==> src/hdl/blm_pkg.sv <==
// ----------------------------------------------------------------------------
// blm_pkg
// Shared types and constants of the battery level monitor.
// ----------------------------------------------------------------------------
`default_nettype none

package blm_pkg;

   localparam int LEVEL_W   = 10;
   localparam int SAMPLE_W  = 10;
   localparam int OFFSET_W  = 8;
   localparam int HYST_W    = 8;
   localparam int GRADE_W   = 3;
   localparam int COUNT_W   = 5;
   localparam int SUM_W     = 14;
   localparam int CSR_IDX_W = 3;
   localparam int CSR_DATA_W = 10;

   localparam logic [SAMPLE_W-1:0] ADC_INVALID = 10'h3ff;
   localparam logic [LEVEL_W-1:0] SHOWN_RESET  = 10'd660;
   localparam logic [LEVEL_W-1:0] LATEST_RESET = 10'd1023;

   typedef enum logic [1:0] {
      MODE_SAMPLE     = 2'd0,
      MODE_PD_REQUEST = 2'd1,
      MODE_PD_POLL    = 2'd2,
      MODE_SYNC       = 2'd3
   } mode_type;

   typedef enum logic [CSR_IDX_W-1:0] {
      CSR_THRESH_FULL   = 3'd0,
      CSR_THRESH_GRADE4 = 3'd1,
      CSR_THRESH_GRADE3 = 3'd2,
      CSR_THRESH_GRADE2 = 3'd3,
      CSR_THRESH_GRADE1 = 3'd4,
      CSR_PERMIT_LEVEL  = 3'd5,
      CSR_HYSTERESIS    = 3'd6,
      CSR_CHG_OFFSET    = 3'd7
   } csr_index_type;

   typedef struct packed {
      logic [LEVEL_W-1:0] full;
      logic [LEVEL_W-1:0] grade4;
      logic [LEVEL_W-1:0] grade3;
      logic [LEVEL_W-1:0] grade2;
      logic [LEVEL_W-1:0] grade1;
   } thresh_type;

   typedef struct packed {
      logic                step;
      logic                dc_present;
      logic [SAMPLE_W-1:0] adc_sample;
      logic [OFFSET_W-1:0] charger_offset;
   } filt_cmd_type;

   typedef struct packed {
      logic               done;
      logic [LEVEL_W-1:0] average;
   } filt_stat_type;

endpackage

`default_nettype wire

==> src/hdl/blm_req_if.sv <==
// ----------------------------------------------------------------------------
// blm_req_if
// Input word channel: valid/ready handshake with mode, sample and charger flag.
// ----------------------------------------------------------------------------
`default_nettype none

interface blm_req_if;
   logic                          valid;
   logic                          ready;
   logic [1:0]                    mode;
   logic [blm_pkg::SAMPLE_W-1:0]  adc_sample;
   logic                          dc_present;

   modport source (output valid, output mode, output adc_sample, output dc_present,
                   input ready);
   modport sink   (input valid, input mode, input adc_sample, input dc_present,
                   output ready);
endinterface

`default_nettype wire

==> src/hdl/blm_rsp_if.sv <==
// ----------------------------------------------------------------------------
// blm_rsp_if
// Result word channel: valid/ready handshake with levels, grades and flags.
// ----------------------------------------------------------------------------
`default_nettype none

interface blm_rsp_if;
   logic                         valid;
   logic                         ready;
   logic [blm_pkg::LEVEL_W-1:0]  shown_level;
   logic [blm_pkg::LEVEL_W-1:0]  current_level;
   logic [blm_pkg::GRADE_W-1:0]  shown_grade;
   logic [blm_pkg::GRADE_W-1:0]  current_grade;
   logic                         permit_run;
   logic                         average_done;
   logic                         sample_rejected;
   logic                         power_down_now;

   modport source (output valid, output shown_level, output current_level,
                   output shown_grade, output current_grade, output permit_run,
                   output average_done, output sample_rejected, output power_down_now,
                   input ready);
   modport sink   (input valid, input shown_level, input current_level,
                   input shown_grade, input current_grade, input permit_run,
                   input average_done, input sample_rejected, input power_down_now,
                   output ready);
endinterface

`default_nettype wire

==> src/hdl/battery_level_monitor_core.sv <==
// ----------------------------------------------------------------------------
// battery_level_monitor_core
// Trimmed-mean battery level filter with hysteresis, grading and power-down.
// ----------------------------------------------------------------------------
// Takes one word per clock while the result channel does not stall, and
// returns one result word for each, in order. A word is captured in an
// input register, processed combinationally (offset, batch sum/min/max,
// trimmed mean by reciprocal multiply, hysteresis and power-down latch) and
// written to a result register. Grades are formed from the result register
// against the threshold registers. The user must write registers through
// the csr port only while no word is in flight; the block itself does not
// enforce it. No clearing pass is needed after reset.
`default_nettype none

module battery_level_monitor_core #(
   parameter int BATCH_SIZE = 6
) (
   input  wire logic                              clock,
   input  wire logic                              reset,
   blm_req_if.sink                                req_chan,
   blm_rsp_if.source                              rsp_chan,
   input  wire logic                              csr_wr_en,
   input  wire logic [blm_pkg::CSR_IDX_W-1:0]     csr_index,
   input  wire logic [blm_pkg::CSR_DATA_W-1:0]    csr_wdata
);

   // configuration registers
   blm_pkg::thresh_type           thresh_ff;
   logic [blm_pkg::LEVEL_W-1:0]   permit_level_ff;
   logic [blm_pkg::HYST_W-1:0]    hyst_ff;
   logic [blm_pkg::OFFSET_W-1:0]  offset_ff;

   // input register
   logic                          in_valid_ff;
   logic [1:0]                    mode_ff;
   logic [blm_pkg::SAMPLE_W-1:0]  adc_ff;
   logic                          dc_ff;

   // level state
   logic [blm_pkg::LEVEL_W-1:0]   shown_ff, shown_in;
   logic [blm_pkg::LEVEL_W-1:0]   latest_ff, latest_in;
   logic                          pending_ff, pending_in;

   // result register
   logic                          rsp_valid_ff;
   logic [blm_pkg::LEVEL_W-1:0]   rsp_shown_ff, rsp_current_ff;
   logic                          rsp_permit_ff, rsp_done_ff, rsp_reject_ff, rsp_pdn_ff;

   logic                          move;
   logic                          rejected, pdn_now, permit_old;
   logic [blm_pkg::LEVEL_W:0]     diff;
   blm_pkg::filt_cmd_type         filt_cmd;
   blm_pkg::filt_stat_type        filt_stat;

   assign move           = in_valid_ff && (!rsp_valid_ff || rsp_chan.ready);
   assign req_chan.ready = !in_valid_ff || move;

   always_ff @(posedge clock) begin
      if (reset) begin
         thresh_ff.full   <= 10'd700;
         thresh_ff.grade4 <= 10'd660;
         thresh_ff.grade3 <= 10'd640;
         thresh_ff.grade2 <= 10'd620;
         thresh_ff.grade1 <= 10'd600;
         permit_level_ff  <= 10'd610;
         hyst_ff          <= 8'd8;
         offset_ff        <= 8'd16;
      end else if (csr_wr_en) begin
         case (blm_pkg::csr_index_type'(csr_index))
            blm_pkg::CSR_THRESH_FULL:   thresh_ff.full   <= csr_wdata;
            blm_pkg::CSR_THRESH_GRADE4: thresh_ff.grade4 <= csr_wdata;
            blm_pkg::CSR_THRESH_GRADE3: thresh_ff.grade3 <= csr_wdata;
            blm_pkg::CSR_THRESH_GRADE2: thresh_ff.grade2 <= csr_wdata;
            blm_pkg::CSR_THRESH_GRADE1: thresh_ff.grade1 <= csr_wdata;
            blm_pkg::CSR_PERMIT_LEVEL:  permit_level_ff  <= csr_wdata;
            blm_pkg::CSR_HYSTERESIS:    hyst_ff          <= csr_wdata[blm_pkg::HYST_W-1:0];
            blm_pkg::CSR_CHG_OFFSET:    offset_ff        <= csr_wdata[blm_pkg::OFFSET_W-1:0];
            default: ;
         endcase
      end
   end

   always_ff @(posedge clock) begin
      if (reset) begin
         in_valid_ff <= 1'b0;
      end else if (req_chan.ready) begin
         in_valid_ff <= req_chan.valid;
      end
   end

   always_ff @(posedge clock) begin
      if (req_chan.ready && req_chan.valid) begin
         mode_ff <= req_chan.mode;
         adc_ff  <= req_chan.adc_sample;
         dc_ff   <= req_chan.dc_present;
      end
   end

   assign rejected = (blm_pkg::mode_type'(mode_ff) == blm_pkg::MODE_SAMPLE)
                     && (adc_ff == blm_pkg::ADC_INVALID);

   always_comb begin
      filt_cmd.step           = move && !rejected
                                && (blm_pkg::mode_type'(mode_ff) == blm_pkg::MODE_SAMPLE);
      filt_cmd.dc_present     = dc_ff;
      filt_cmd.adc_sample     = adc_ff;
      filt_cmd.charger_offset = offset_ff;
   end

   blm_filter #(
      .BATCH_SIZE (BATCH_SIZE)
   ) u_filter (
      .clock (clock),
      .reset (reset),
      .cmd   (filt_cmd),
      .stat  (filt_stat)
   );

   always_comb begin
      permit_old = dc_ff || (shown_ff >= permit_level_ff);
      diff = (shown_ff > filt_stat.average)
             ? {1'b0, shown_ff} - {1'b0, filt_stat.average}
             : {1'b0, filt_stat.average} - {1'b0, shown_ff};
      shown_in   = shown_ff;
      latest_in  = latest_ff;
      pending_in = pending_ff;
      pdn_now    = 1'b0;
      case (blm_pkg::mode_type'(mode_ff))
         blm_pkg::MODE_SAMPLE: begin
            if (filt_stat.done) begin
               latest_in = filt_stat.average;
               if (diff > {3'b000, hyst_ff}) begin
                  shown_in = filt_stat.average;
               end
            end
         end
         blm_pkg::MODE_PD_REQUEST: begin
            if (!permit_old) begin
               pending_in = 1'b1;
            end
         end
         blm_pkg::MODE_PD_POLL: begin
            if (!permit_old && pending_ff) begin
               pending_in = 1'b0;
               pdn_now    = 1'b1;
            end
         end
         blm_pkg::MODE_SYNC: begin
            shown_in = latest_ff;
         end
         default: ;
      endcase
   end

   always_ff @(posedge clock) begin
      if (reset) begin
         shown_ff   <= blm_pkg::SHOWN_RESET;
         latest_ff  <= blm_pkg::LATEST_RESET;
         pending_ff <= 1'b0;
      end else if (move) begin
         shown_ff   <= shown_in;
         latest_ff  <= latest_in;
         pending_ff <= pending_in;
      end
   end

   always_ff @(posedge clock) begin
      if (reset) begin
         rsp_valid_ff <= 1'b0;
      end else if (move) begin
         rsp_valid_ff <= 1'b1;
      end else if (rsp_chan.ready) begin
         rsp_valid_ff <= 1'b0;
      end
   end

   always_ff @(posedge clock) begin
      if (move) begin
         rsp_shown_ff   <= shown_in;
         rsp_current_ff <= latest_in;
         rsp_permit_ff  <= dc_ff || (shown_in >= permit_level_ff);
         rsp_done_ff    <= filt_stat.done;
         rsp_reject_ff  <= rejected;
         rsp_pdn_ff     <= pdn_now;
      end
   end

   blm_grade u_shown_grade (
      .level  (rsp_shown_ff),
      .thresh (thresh_ff),
      .grade  (rsp_chan.shown_grade)
   );

   blm_grade u_current_grade (
      .level  (rsp_current_ff),
      .thresh (thresh_ff),
      .grade  (rsp_chan.current_grade)
   );

   assign rsp_chan.valid           = rsp_valid_ff;
   assign rsp_chan.shown_level     = rsp_shown_ff;
   assign rsp_chan.current_level   = rsp_current_ff;
   assign rsp_chan.permit_run      = rsp_permit_ff;
   assign rsp_chan.average_done    = rsp_done_ff;
   assign rsp_chan.sample_rejected = rsp_reject_ff;
   assign rsp_chan.power_down_now  = rsp_pdn_ff;

   a_done_not_rejected: assert property (@(posedge clock) disable iff (reset)
      rsp_valid_ff |-> !(rsp_done_ff && rsp_reject_ff))
      else $error("result flags both average and rejection");

   a_pdn_not_permitted: assert property (@(posedge clock) disable iff (reset)
      (rsp_valid_ff && rsp_pdn_ff) |-> !rsp_permit_ff)
      else $error("power-down reported while run permitted");

   a_sync_levels: assert property (@(posedge clock) disable iff (reset)
      (move && (blm_pkg::mode_type'(mode_ff) == blm_pkg::MODE_SYNC))
      |=> (rsp_shown_ff == rsp_current_ff))
      else $error("sync left shown and current levels apart");

   a_pdn_clears_latch: assert property (@(posedge clock) disable iff (reset)
      (move && pdn_now) |=> !pending_ff)
      else $error("power-down latch kept after firing");

endmodule

`default_nettype wire

==> src/hdl/blm_grade.sv <==
// ----------------------------------------------------------------------------
// blm_grade
// Grades a level 0 to 5 against five thresholds, highest grade tested first.
// ----------------------------------------------------------------------------
`default_nettype none

module blm_grade (
   input  wire logic [blm_pkg::LEVEL_W-1:0] level,
   input  wire blm_pkg::thresh_type         thresh,
   output logic      [blm_pkg::GRADE_W-1:0] grade
);

   always_comb begin
      if (level >= thresh.full) begin
         grade = 3'd5;
      end else if (level >= thresh.grade4) begin
         grade = 3'd4;
      end else if (level >= thresh.grade3) begin
         grade = 3'd3;
      end else if (level >= thresh.grade2) begin
         grade = 3'd2;
      end else if (level >= thresh.grade1) begin
         grade = 3'd1;
      end else begin
         grade = 3'd0;
      end
   end

endmodule

`default_nettype wire

==> src/hdl/blm_filter.sv <==
// ----------------------------------------------------------------------------
// blm_filter
// Batch accumulator: charger offset, running sum, min and max, and the
// trimmed mean at the end of each batch.
// ----------------------------------------------------------------------------
`default_nettype none

module blm_filter #(
   parameter int BATCH_SIZE = 6
) (
   input  wire logic                   clock,
   input  wire logic                   reset,
   input  wire blm_pkg::filt_cmd_type  cmd,
   output blm_pkg::filt_stat_type      stat
);

   localparam int DIVISOR     = BATCH_SIZE - 2;
   // exact for every 14-bit dividend while divisor stays below 16
   localparam int RECIP_SHIFT = 18;
   localparam int RECIP_W     = RECIP_SHIFT + 1;
   localparam int RECIP       = ((1 << RECIP_SHIFT) + DIVISOR - 1) / DIVISOR;
   localparam int PROD_W      = blm_pkg::SUM_W + RECIP_W;

   logic [blm_pkg::COUNT_W-1:0]  count_ff, count_in, count_inc;
   logic [blm_pkg::SUM_W-1:0]    sum_ff, sum_in, sum_new, trimmed;
   logic [blm_pkg::SAMPLE_W-1:0] min_ff, min_in, min_new;
   logic [blm_pkg::SAMPLE_W-1:0] max_ff, max_in, max_new;
   logic [blm_pkg::SAMPLE_W-1:0] sample;
   logic [PROD_W-1:0]            product;
   logic                         batch_end;

   always_comb begin
      sample = cmd.adc_sample;
      if (cmd.dc_present) begin
         if (cmd.adc_sample > {2'b00, cmd.charger_offset}) begin
            sample = cmd.adc_sample - {2'b00, cmd.charger_offset};
         end else begin
            sample = '0;
         end
      end

      sum_new   = sum_ff + {{(blm_pkg::SUM_W-blm_pkg::SAMPLE_W){1'b0}}, sample};
      min_new   = (sample < min_ff) ? sample : min_ff;
      max_new   = (sample > max_ff) ? sample : max_ff;
      count_inc = count_ff + blm_pkg::COUNT_W'(1);
      batch_end = (count_inc >= blm_pkg::COUNT_W'(BATCH_SIZE));

      trimmed = sum_new - {{(blm_pkg::SUM_W-blm_pkg::SAMPLE_W){1'b0}}, min_new}
                        - {{(blm_pkg::SUM_W-blm_pkg::SAMPLE_W){1'b0}}, max_new};
      // divide by the batch size less two through a reciprocal multiply
      product = {{RECIP_W{1'b0}}, trimmed} * {{blm_pkg::SUM_W{1'b0}}, RECIP_W'(RECIP)};

      stat.done    = cmd.step && batch_end;
      stat.average = product[RECIP_SHIFT +: blm_pkg::LEVEL_W];

      count_in = count_ff;
      sum_in   = sum_ff;
      min_in   = min_ff;
      max_in   = max_ff;
      if (cmd.step) begin
         if (batch_end) begin
            count_in = '0;
            sum_in   = '0;
            min_in   = blm_pkg::ADC_INVALID;
            max_in   = '0;
         end else begin
            count_in = count_inc;
            sum_in   = sum_new;
            min_in   = min_new;
            max_in   = max_new;
         end
      end
   end

   always_ff @(posedge clock) begin
      if (reset) begin
         count_ff <= '0;
         sum_ff   <= '0;
         min_ff   <= blm_pkg::ADC_INVALID;
         max_ff   <= '0;
      end else begin
         count_ff <= count_in;
         sum_ff   <= sum_in;
         min_ff   <= min_in;
         max_ff   <= max_in;
      end
   end

   a_count_in_batch: assert property (@(posedge clock) disable iff (reset)
      count_ff < blm_pkg::COUNT_W'(BATCH_SIZE))
      else $error("sample count past batch size");

   a_done_clears: assert property (@(posedge clock) disable iff (reset)
      stat.done |=> (count_ff == '0) && (sum_ff == '0))
      else $error("batch state not cleared after average");

endmodule

`default_nettype wire
==> src/flat_wrapper.sv <==
// flat-port wrapper written by rule: the top's interface ports become plain ports
module battery_level_monitor_core_flat 
#(
   parameter int BATCH_SIZE = 6
)
  (clock, reset, csr_wr_en, csr_index, csr_wdata, req_chan_valid, req_chan_mode, req_chan_adc_sample, req_chan_dc_present, req_chan_ready, rsp_chan_valid, rsp_chan_shown_level, rsp_chan_current_level, rsp_chan_shown_grade, rsp_chan_current_grade, rsp_chan_permit_run, rsp_chan_average_done, rsp_chan_sample_rejected, rsp_chan_power_down_now, rsp_chan_ready);
  blm_req_if req_chan_i ();
  blm_rsp_if rsp_chan_i ();
  input  wire logic clock;
  input  wire logic reset;
  input  wire logic csr_wr_en;
  input  wire logic [blm_pkg::CSR_IDX_W-1:0] csr_index;
  input  wire logic [blm_pkg::CSR_DATA_W-1:0] csr_wdata;
  input wire logic [$bits(req_chan_i.valid)-1:0] req_chan_valid;
  input wire logic [$bits(req_chan_i.mode)-1:0] req_chan_mode;
  input wire logic [$bits(req_chan_i.adc_sample)-1:0] req_chan_adc_sample;
  input wire logic [$bits(req_chan_i.dc_present)-1:0] req_chan_dc_present;
  output wire logic [$bits(req_chan_i.ready)-1:0] req_chan_ready;
  output wire logic [$bits(rsp_chan_i.valid)-1:0] rsp_chan_valid;
  output wire logic [$bits(rsp_chan_i.shown_level)-1:0] rsp_chan_shown_level;
  output wire logic [$bits(rsp_chan_i.current_level)-1:0] rsp_chan_current_level;
  output wire logic [$bits(rsp_chan_i.shown_grade)-1:0] rsp_chan_shown_grade;
  output wire logic [$bits(rsp_chan_i.current_grade)-1:0] rsp_chan_current_grade;
  output wire logic [$bits(rsp_chan_i.permit_run)-1:0] rsp_chan_permit_run;
  output wire logic [$bits(rsp_chan_i.average_done)-1:0] rsp_chan_average_done;
  output wire logic [$bits(rsp_chan_i.sample_rejected)-1:0] rsp_chan_sample_rejected;
  output wire logic [$bits(rsp_chan_i.power_down_now)-1:0] rsp_chan_power_down_now;
  input wire logic [$bits(rsp_chan_i.ready)-1:0] rsp_chan_ready;
  assign req_chan_i.valid = req_chan_valid;
  assign req_chan_i.mode = req_chan_mode;
  assign req_chan_i.adc_sample = req_chan_adc_sample;
  assign req_chan_i.dc_present = req_chan_dc_present;
  assign req_chan_ready = req_chan_i.ready;
  assign rsp_chan_valid = rsp_chan_i.valid;
  assign rsp_chan_shown_level = rsp_chan_i.shown_level;
  assign rsp_chan_current_level = rsp_chan_i.current_level;
  assign rsp_chan_shown_grade = rsp_chan_i.shown_grade;
  assign rsp_chan_current_grade = rsp_chan_i.current_grade;
  assign rsp_chan_permit_run = rsp_chan_i.permit_run;
  assign rsp_chan_average_done = rsp_chan_i.average_done;
  assign rsp_chan_sample_rejected = rsp_chan_i.sample_rejected;
  assign rsp_chan_power_down_now = rsp_chan_i.power_down_now;
  assign rsp_chan_i.ready = rsp_chan_ready;
  battery_level_monitor_core #(.BATCH_SIZE(BATCH_SIZE)) u_core (.clock(clock), .reset(reset), .req_chan(req_chan_i), .rsp_chan(rsp_chan_i), .csr_wr_en(csr_wr_en), .csr_index(csr_index), .csr_wdata(csr_wdata));
endmodule
==> config.mk <==
export PLATFORM = sky130hd
export DESIGN_NAME = battery_level_monitor_core_flat
export DESIGN_NICKNAME = d
export VERILOG_FILES = /design/src/hdl/blm_pkg.sv /design/src/hdl/blm_req_if.sv /design/src/hdl/blm_rsp_if.sv /design/src/hdl/battery_level_monitor_core.sv /design/src/hdl/blm_grade.sv /design/src/hdl/blm_filter.sv /design/src/flat_wrapper.sv
export SDC_FILE = /design/constraint.sdc
export NUM_CORES = 1
export LEC_CHECK = 0
export BUFFER_PORTS_ARGS = -buffer_cell sky130_fd_sc_hd__buf_2
export CORE_MARGIN = 2
export CORE_UTILIZATION = 55
export DETAILED_ROUTE_END_ITERATION = 7
export PLACE_DENSITY = 0.73
export SLEW_MARGIN = 20
export SYNTH_ARGS = -nofsm -noshare
export SYNTH_HDL_FRONTEND = slang
export SYNTH_SLANG_ARGS = --single-unit
==> constraint.sdc <==
create_clock -name clock -period 20.5 [get_ports clock]
set_clock_uncertainty 0.15 [all_clocks]
set_input_delay 3.075 -clock clock [delete_from_list [all_inputs] [get_ports clock]]
set_output_delay 3.075 -clock clock [all_outputs]
set_load 0.005 [all_outputs]
# Word level (Yosys, flattened, before mapping)
# Cells that the tools add are included.
# word_totals
regBits	175
input_bits	31
output_inout_bits	32
elab_cells	122
# classes
addsub	7
magnitude_cmp	18
eq_ne	13
n_mux	30
n_reduce_logical	28
# ops
op	n
$ge A10 B10 Y1	12
$mux W10	10
$sub A12 B10 Y12	2
$sub A10 B10 Y11	2
$gt A10 B10 Y1	2
$pmux W10 S2	1
$reduce_and A2 Y1	8
$add A14 B10 Y14	1
$mux W14	1
$eq A3 B3 Y1 const B	4
$mux W3	4
$gt A11 B8 Y1	1
$mux W11	1
$eq A10 B10 Y1 const B	1
$gt A10 B8 Y1	1
$lt A10 B10 Y1	1
$sub A10 B8 Y10	1
$mux W2	4
$logic_and A1 B1 Y1	7
$mux W1	7
$eq A3 B2 Y1 const B	2
$add A5 B1 Y5 const B	1
$ge A5 B3 Y1 const B	1
$mux W5	1
12 further kinds	20

# Depth between registers and ports, before layout
# Gate-level depths: netlist (run 1).
# depth
depth_word	15
mapped_depth	66
ltp_nobuf	62

# Cells and area by module
# From an unflattened synthesis (run 1), not the netlist that was laid out.
# unflattened
cells_unflattened	1534
area_unflattened_um2	13105.1
# by_module_without_submodules
mod	instances	cells_each	area_per_inst_um2	seq_area_each_um2
battery_level_monitor_core	1	787	7046.8	3093.0
blm_filter	1	415	3563.4	740.7
blm_grade	2	166	1247.4	0.0

# Worst setup path before layout (run 1)
# OpenSTA, ideal clock, no wires.
# synth_timing
kind	register to register
start	reg u_core.adc_ff[0] (netlist name)
end	reg u_core.rsp_permit_ff, in the netlist u_core.rsp_chan.permit_run (data pin)
setup_ps	266
t_arrival_ps	11670
required_time_ps	20084
setup_slack_ps	8414
stages_incl_launch_ff	63
path_buffers	4
synth_period_minus_slack_ps	12086
cell_sequence	edfxtp_1 > inv_1 > ha_1 > fa_1 > nor2b_1 > o21ai_1 > a21oi_1 > o21ai_0 > a21oi_1 > o21ai_0 > nor3b_1 > a21oi_1 > ha_1 > a21o_1 > a21o_1 > a21oi_1 > o211ai_1 > nor2_1 > [... 27 more ...] > a21oi_1 > o21ai_0 > nor3_1 > a41oi_2 > buf_6 > nor2_1 > a221oi_1 > ha_1 > nand2b_1 > a21o_1 > a21o_1 > a21o_1 > a21oi_1 > nor2b_1 > o21ai_0 > nand2b_1 > a21oi_1 > o21ai_0
# synth_between
elab_chain_len	15
elab_cells_between_ends	27
classes_between	add/sub (6); order compare (6); eq/ne (1); mux (8); reduce/logical (6)
# synth_lines
element	line_no	rtl
from (decl)	battery_level_monitor_core.sv:36	logic [blm_pkg::SAMPLE_W-1:0] adc_ff;
from (signal assigned)	battery_level_monitor_core.sv:94	adc_ff <= req_chan.adc_sample;
$sub A10 B8 Y10 / $gt A10 B8 Y1 (equally long branches)	blm_filter.sv:36, blm_filter.sv:35	
$mux W10	blm_filter.sv:35	if (cmd.adc_sample > {2'b00, cmd.charger_offset}) begin
$mux W10	blm_filter.sv:34	if (cmd.dc_present) begin
$lt A10 B10 Y1	blm_filter.sv:43	min_new = (sample < min_ff) ? sample : min_ff;
$mux W10	blm_filter.sv:43	
$sub A12 B10 Y12	blm_filter.sv:48	trimmed = sum_new - {{(blm_pkg::SUM_W-blm_pkg::SAMPLE_W){1'b0}}, min_new}
$sub A12 B10 Y12	blm_filter.sv:49	- {{(blm_pkg::SUM_W-blm_pkg::SAMPLE_W){1'b0}}, max_new};
$sub A10 B10 Y11, or another cell as far along	battery_level_monitor_core.sv:123	: {1'b0, filt_stat.average} - {1'b0, shown_ff};
$mux W11	battery_level_monitor_core.sv:122	? {1'b0, shown_ff} - {1'b0, filt_stat.average}
$gt A11 B8 Y1	battery_level_monitor_core.sv:132	if (diff > {3'b000, hyst_ff}) begin
$mux W10	battery_level_monitor_core.sv:132	
$mux W10 *	battery_level_monitor_core.sv:130	if (filt_stat.done) begin
$pmux W10 S2 *	battery_level_monitor_core.sv:128	case (blm_pkg::mode_type'(mode_ff))
$ge A10 B10 Y1 *	battery_level_monitor_core.sv:181	rsp_permit_ff <= dc_ff || (shown_in >= permit_level_ff);
$logic_or A1 B1 Y1 *	battery_level_monitor_core.sv:181	
to (signal assigned)	battery_level_monitor_core.sv:181	
to (decl)	battery_level_monitor_core.sv:47	logic rsp_permit_ff, rsp_done_ff, rsp_reject_ff, rsp_pdn_ff;
# Every way passes the cells marked *; elsewhere a longest branch is shown, timed or not.
# A chain may end at the register's enable or synchronous reset.

# Worst setup path after layout (run 1)
# Same ends and word-level chain as after synthesis.

==> results of run 1 <==
[layout make-up]
type / instances / area share, %
well taps: 285 / 2.60
inverters: 157 / 4.29
clock inverters: 12 / 1.01
clock buffers: 20 / 3.49
flip-flops and latches: 173 / 27.9
multi-input cells: 1105 / 57.9
repair buffers: 71 / 2.75
[cells in the mapped netlist, types with 13 or more instances]
master / count
dfxtp_1: 136
edfxtp_1: 37
nand4_1: 15
nor3_1: 25
mux2i_1: 16
a21o_1: 71
nor2b_1: 20
o211ai_1: 48
a22oi_1: 13
xnor2_1: 16
a221o_1: 15
nand2b_1: 38
nand3_1: 17
nor2_1: 85
inv_1: 156
nand2_1: 200
clkbuf_1: 45
a21oi_1: 102
ha_1: 202
o21ai_0: 71
[worst max path at each step]
stage / cells past startpoint / startpoint / slack (ns) / end
2_1_floorplan: 62 / u_core.adc_ff[0] / 8.41 / u_core.rsp_chan.permit_run
3_3_place_gp: 57 / u_core.adc_ff[0] / 6.93 / u_core.rsp_chan.permit_run
3_5_place_dp: 57 / u_core.adc_ff[0] / 6.56 / u_core.rsp_chan.permit_run
4_1_cts: 57 / u_core.adc_ff[0] / 6.48 / u_core.rsp_chan.permit_run
5_1_grt: 57 / u_core.adc_ff[0] / 5.11 / u_core.rsp_chan.permit_run
6_report: 58 / u_core.adc_ff[0] / 6.31 / u_core.rsp_chan.permit_run
[per-layer routing]
| metal | vias to the layer above | share of wire [%] | GRT usage (%) |
|---|---|---|---|
| met1 | 4962 | 44 | 34.3 |
| li1 | 5307 | - | - |
| met2 | 325 | 48 | 46.5 |
| met4 | 0 | 2.8 | 10.2 |
| met3 | 62 | 4.6 | 3.04 |
| met5 | - | 0 | 0 |
[where the power goes]
group / internal [mW] / total, mW / switching, mW
logic: 0.339 / 0.830 / 0.491
clock network: 0.188 / 0.340 / 0.152
registers: 0.362 / 0.374 / 0.0126
total: 0.889 / 1.54 / 0.656
[flip-flops by register name, summed over array words and instances, names as in the netlist, 2 cells and up]
signal,count
u_core.rsp_chan.shown_level,10
u_core.u_filter.sum_ff,12
u_core.u_filter.min_ff,10
u_core.shown_ff,10
u_core.rsp_chan.current_level,10
u_core.thresh_ff,50
u_core.hyst_ff,8
u_core.mode_ff,2
u_core.u_filter.max_ff,10
u_core.adc_ff,10
u_core.latest_ff,10
u_core.u_filter.count_ff,5
u_core.offset_ff,8
u_core.permit_level_ff,10
[worst reg2reg max path: cells and delay by family, from the launching register on]
kind	cells	cell delay, ns
AO/OA/AOI/OAI	34	7.48
XOR/XNOR	1	0.38
adder cells (fa/ha/maj)	8	2.89
buffers and inverters	3	0.20
flip-flops	1	0.39
multiplexers	1	0.27
AND/OR/NAND/NOR	11	2.19
[cell families after synthesis]
kind of cell               synth area share [%]
AOI/OAI and AO/OA                          21.2
muxes                                      1.45
and+or+nand+nor                            16.4
adders and majority gates                  22.0
xor gates and xnor gates                   1.95
DFF                                        30.5
buffers and inverters                      6.48
[cells in the final DEF, fill, tap and decap left out, drive strengths merged, types with 4 or more instances in the layout]
master  instances
edfxtp         37
o211ai         48
a211oi         12
mux2i          16
nor2b          20
o31a            6
and2            8
a22oi          13
or2             4
a221o          15
a31oi          11
inv           165
dfxtp         136
a211o           7
o31ai           4
nand3b          4
a21o           71
ha            202
fa             12
nand2         200
nand4          17
clkbuf         20
nand2b         38
o21a            9
nor2           85
and3            8
buf            71
nor3           26
o21ai          72
xnor2          16
a21boi          5
nand3          17
or3             4
xor2           12
a21oi         102
==> summary.md, run 1 <==
| Metric | Value |
|---|---|
| Largest cells by area after synthesis | `dfxtp_1 (22%), ha_1 (20%), edfxtp_1 (8.8%)` |
| Clock Sinks | `173` |
| Instance count of the mapped netlist | `1491` |
| WHS | `around 0.3 ns` |
| Die area | `around 0.024 sq mm` |
| Sequential Area | `0.00383 sq mm` |
| Multi-input gate area | `between 0.007 and 0.008 sq mm` |
| Synthesized area | `approximately 0.013 sq mm` |
| Worst Setup Slack post-DPL | `roughly 6.6 ns` |
| Finished Cell Area | `~0.014 sq mm` |
| Setup slack after layout | `6.31 ns` |
| Root buffer cell | `clkbuf_16` |
| Syn Area/Cell | `around 8.4 sq um` |
| Slew headroom | `about 30%` |
| Vias in the first global route | `~10000` |
| Static leakage | `6.22 nW` |
| Overall power | `1.54 mW` |
| Placed Cells | `1791` |
| Post-CTS setup buffers | `0` |
| Outcome | `finished clean` |
| Worst hold stages | `2` |
| Max Root-Sink Buffers | `2` |
| Final setup TNS | `0 ns` |
| Clock latency on the worst-skew pair | `0.44 ns` |
| WS Path Type | `reg -> reg` |
| Total vias in the final route | `roughly 11000` |
| Die H | `155 um` |
| CP top delay family | `compound AO/OA/AOI/OAI gates` |
| Placed instance area | `0.0131 sq mm` |
| R2r setup slk | `around 6.3 ns` |
| Most used cell, CP | `o21ai_0` |
| DR vias/cell | `5.85` |
| Dominant cell type by area after synthesis | `dfxtp_1` |
| CTS buffer count | `17` |
| Fin crit share | `between 60% and 70%` |
| Row cnt | `55` |
| Critical-path top delay cell | `nor2_1` |
| Setup crit end kind | `flop` |
| DPL Wire Length | `24100 um` |
| Largest stage delay on the critical path | `0.82 ns` |
| Initial antenna violation count | `0` |
| Number of unique standard cell types used by synthesis | `67` |
| Power Density | `~110 mW/mm^2` |
| Worst endpoint required time | `approximately 20 ns` |
| Synth Flop Type | `dfxtp_1` |
| Initial Util | `55.9%` |
| RSZ-0062 raised after global routing | `no` |
| Hold-fix buffers at CTS | `0` |
| FILL cells | `1973` |
| Hold Crit Class | `reg -> reg` |
| Antenna diodes | `0` |
| Reg2Reg Launch Point | `u_core.adc_ff[0]` |
| Net Count, Synth | `1736` |
| CP arrival | `14.21 ns` |
| Number of max-cap violations | `0` |
| Clock slew at reported path FFs | `~0.07 ns` |
| Final setup viols | `0` |
| Synth top area share | `between 20% and 30%` |
| Antenna Nets Post-Route | `0` |
| Post-layout min period | `14.19 ns` |
| Post-synth ARST share | `0%` |
| Die width | `155 um` |
| CP bufs+invs | `3` |
| Largest net degree at the start of global routing | `53` |
| Worst Setup Start Kind | `flop` |
| DR iter-0 viols | `about 920` |
| Layout area overhead | `9.23%` |
| GPL Wtd Cong | `0.969` |
| Reg2Reg Depth | `58` |
| Nets@finish | `1770` |
| Gr ovfl total | `0` |
| Max VDD drop | `0.0866 mV` |
| First-pass GRT wire length | `just over 50000 um` |
| Post-CTS resize count | `0` |
| CTS tree | `built` |
| Register area share after synthesis | `between 30% and 40%` |
| Post-route DRC | `0` |
| Final wirelength | `around 32000 um` |
| Reg2reg end | `u_core.rsp_chan.permit_run` |
| Final non-filler cell total | `roughly 1800` |
| Hold EP | `u_core.thresh_ff[33]` |
| Port Buffers | `62` |
| GRT Resource Usage Total | `26.8%` |
| EDFF count, synth | `37` |
| Critical path peak fanout | `19` |
| # H-tree levels | `4` |
| #FFs+latches synth | `approximately 170` |
| Synth warnings | `0` |
| Core ar. | `0.0225 sq mm` |
| Final core occ | `61.0%` |
| Worst Hold Launch | `u_core.thresh_ff[33]` |
| Share of cells above drive strength 1 | `7.80%` |
| Router iterations before antenna repair | `6` |
| Max Transition Viols Final | `0` |
| Ports | `63` |
| Final hold vios | `0` |
| Routed len/inst | `about 17 um` |
| F_max | `70.5 MHz` |
| Worst-margin pin slew | `1.05 ns` |
Note: power is estimated with default switching activity, not from simulation.
==> inputs of run 2 (changes only) <==
Clock period 20.5 ns to 13.07 ns, I/O delays scaled along.
==> run 2 against run 1 <==
Effect of this change:
- first-iteration DRC count shrank 8.3%
- total power grew 59%
- final cell count grew 0.99%
- critical path depth is the same
- non-clock buffer count grew 19
- maximum frequency grew 16%
- sequential cell count is the same
- count of clock-buffer cells in the layout shrank 2
==> summary.md, run 2 (synthesis results as in run 1) <==
| Metric | Value |
|---|---|
| Commonest non-fill, non-tap cell in the layout | `ha_1` |
| Largest net degree at the start of global routing | `79 (+49%)` |
| GRT Resource Usage Total | `27.5% (+0.73 points)` |
| Die H | `155 um (unchanged)` |
| Finished Cell Area | `0.0138 sq mm (+0.66%)` |
| Clock latency on the worst-skew pair | `0.43 ns (about the same)` |
| Router iterations before antenna repair | `6 (unchanged)` |
| DPL Wire Length | `24300 um (+1.0%)` |
| Critical-path top delay cell | `a2111oi_0` |
| Port Buffers | `62 (unchanged)` |
| Number of max-cap violations | `0 (unchanged)` |
| Die area | `0.0241 sq mm (unchanged)` |
| Placed Cells | `1803 (+0.67%)` |
| WS Path Type | `reg -> reg` |
| Overall power | `2.45 mW (+59%)` |
| Post-route DRC | `0 (unchanged)` |
| Outcome | `finished clean` |
| Sequential Area | `0.00383 sq mm (unchanged)` |
| CP arrival | `12.27 ns (-1.94 ns)` |
| Layout area overhead | `9.95%` |
| Post-layout min period | `12.25 ns (-1.94 ns)` |
| Setup slack after layout | `0.820 ns (-5.49 ns)` |
| First-pass GRT wire length | `53000 um (+2.1%)` |
| Root buffer cell | `clkbuf_16` |
| Placed instance area | `0.0132 sq mm (+0.69%)` |
| Antenna Nets Post-Route | `0 (unchanged)` |
| Row cnt | `55 (unchanged)` |
| Setup crit end kind | `flop` |
| Share of cells above drive strength 1 | `9.13% (+1.3 points)` |
| Clock slew at reported path FFs | `0.07 ns (about the same)` |
| Worst Setup Start Kind | `flop` |
| Initial antenna violation count | `0 (unchanged)` |
| Nets@finish | `1789 (+1.1%)` |
| Antenna diodes | `0 (unchanged)` |
| WHS | `0.306 ns (-0.000479 ns)` |
| Routed len/inst | `17.7 um (+2.4%)` |
| Final hold vios | `0 (unchanged)` |
| Power Density | `178 mW/mm^2 (+58%)` |
| Max Root-Sink Buffers | `2 (unchanged)` |
| Total vias in the final route | `10770 (+1.1%)` |
| Largest stage delay on the critical path | `0.57 ns (-0.25 ns)` |
| Register bank with the most flops | `u_core.thresh_ff` |
| Core ar. | `0.0225 sq mm (unchanged)` |
| Largest registers | `u_core.thresh_ff (50), u_core.u_filter.sum_ff (12)` |
| GPL Wtd Cong | `0.916 (-5.5%)` |
| DR iter-0 viols | `840 (-8.3%)` |
| CTS tree | `built` |
| Hold Crit Class | `reg -> reg` |
| Critical path peak fanout | `12 (-7)` |
| Most frequent cells in the layout | `ha_1 (202), nand2_1 (200), inv_1 (156)` |
| Ports | `63 (unchanged)` |
| Hold-fix buffers at CTS | `0 (unchanged)` |
| Worst-margin pin slew | `0.992 ns (-0.0550 ns)` |
| Final setup viols | `0 (unchanged)` |
| Slew headroom | `33.6% (+3.7 points)` |
| CTS buffer count | `17 (unchanged)` |
| F_max | `81.6 MHz (+16%)` |
| Vias in the first global route | `10403 (+1.2%)` |
| Max Transition Viols Final | `0 (unchanged)` |
| Clock Sinks | `173 (unchanged)` |
| Die width | `155 um (unchanged)` |
| Worst endpoint required time | `13.09 ns (-7.44 ns)` |
| Initial Util | `55.9% (unchanged)` |
| Multi-input gate area | `0.00797 sq mm (+0.22%)` |
| Max VDD drop | `0.140 mV (+62%)` |
| DR vias/cell | `5.85 (about the same)` |
| Worst Setup Slack post-DPL | `0.373 ns (-6.18 ns)` |
| Fin crit share | `93.7% (+25 points)` |
| Gr ovfl total | `0 (unchanged)` |
| # H-tree levels | `4 (unchanged)` |
| FILL cells | `1974 (+0.051%)` |
| Max reg flops | `50 (unchanged)` |
| Final wirelength | `32600 um (+3.4%)` |
| Static leakage | `6.29 nW (+1.0%)` |
| Final non-filler cell total | `1841 (+0.99%)` |
## run 2: cell types whose count changed in the layout (fill, tap and decap cells not counted), moves of 2 or more
cell | before | now
buf_4 | 9 | 27
o21ai_0 | 70 | 68
clkbuf_16 | 19 | 17
inv_4 | 1 | 4
clkinv_4 | 1 | 3
inv_6 | 5 | 1
## run 2: worst paths after layout
check	start	endpoint	slack (ns)	cells after the start
setup / recovery	u_core.adc_ff[0]	u_core.rsp_chan.permit_run	0.82	58
hold / removal	u_core.thresh_ff[1]	u_core.thresh_ff[1]	0.31	2
hold reg to reg	u_core.thresh_ff[1]	u_core.thresh_ff[1]	0.31	2
setup reg to reg	u_core.adc_ff[0]	u_core.rsp_chan.permit_run	0.82	58
## run 2: report_power, final
part	total [mW]	switching, mW	internal [mW]
Sequential	0.587	0.0195	0.567
Clock	0.480	0.233	0.247
Combinational	1.39	0.802	0.585
## run 2: cell type report
type	count	area share [%]
timing repair buffer	90	3.86
clock buffer	18	3.11
tap	285	2.58
clock inverter	13	0.770
multi-input combinational	1105	57.7
sequential	173	27.7
inverter	157	4.26
## run 2: worst max-delay path: cells and delay by family, from the launching register on
kind / cells / cell delay [ns]
AO/OA/AOI/OAI: 29 / 5.57
adder cells (fa/ha/maj): 8 / 2.58
AND/OR/NAND/NOR: 9 / 1.26
flip-flops: 1 / 0.39
buffers and inverters: 7 / 0.94
multiplexers: 1 / 0.33
XOR/XNOR: 4 / 0.78
## run 2: per-stage QoR
stage | setup TNS (ns) | util (%)
floorplan | 0 | -
global placement | 0 | 58.6
detailed placement | 0 | 58.6
CTS | 0 | 61.0
global route | -0.101 | 61.4
finish | 0 | 61.4
## run 2: timing repair
item | in CTS | in global routing
gates resized for setup | 0 | 8
buffers inserted | 0 | 7
endpoints found under the setup margin | 0 | 1
## run 2: layer usage
layer | routed length (um) | up-vias | GRT usage (%)
met4 | 742 | 0 | 8.55
met1 | 14500 | 5047 | 35.8
li1 | - | 5353 | -
met5 | 0 | - | 0
met2 | 15800 | 302 | 47.6
met3 | 1540 | 68 | 3.59
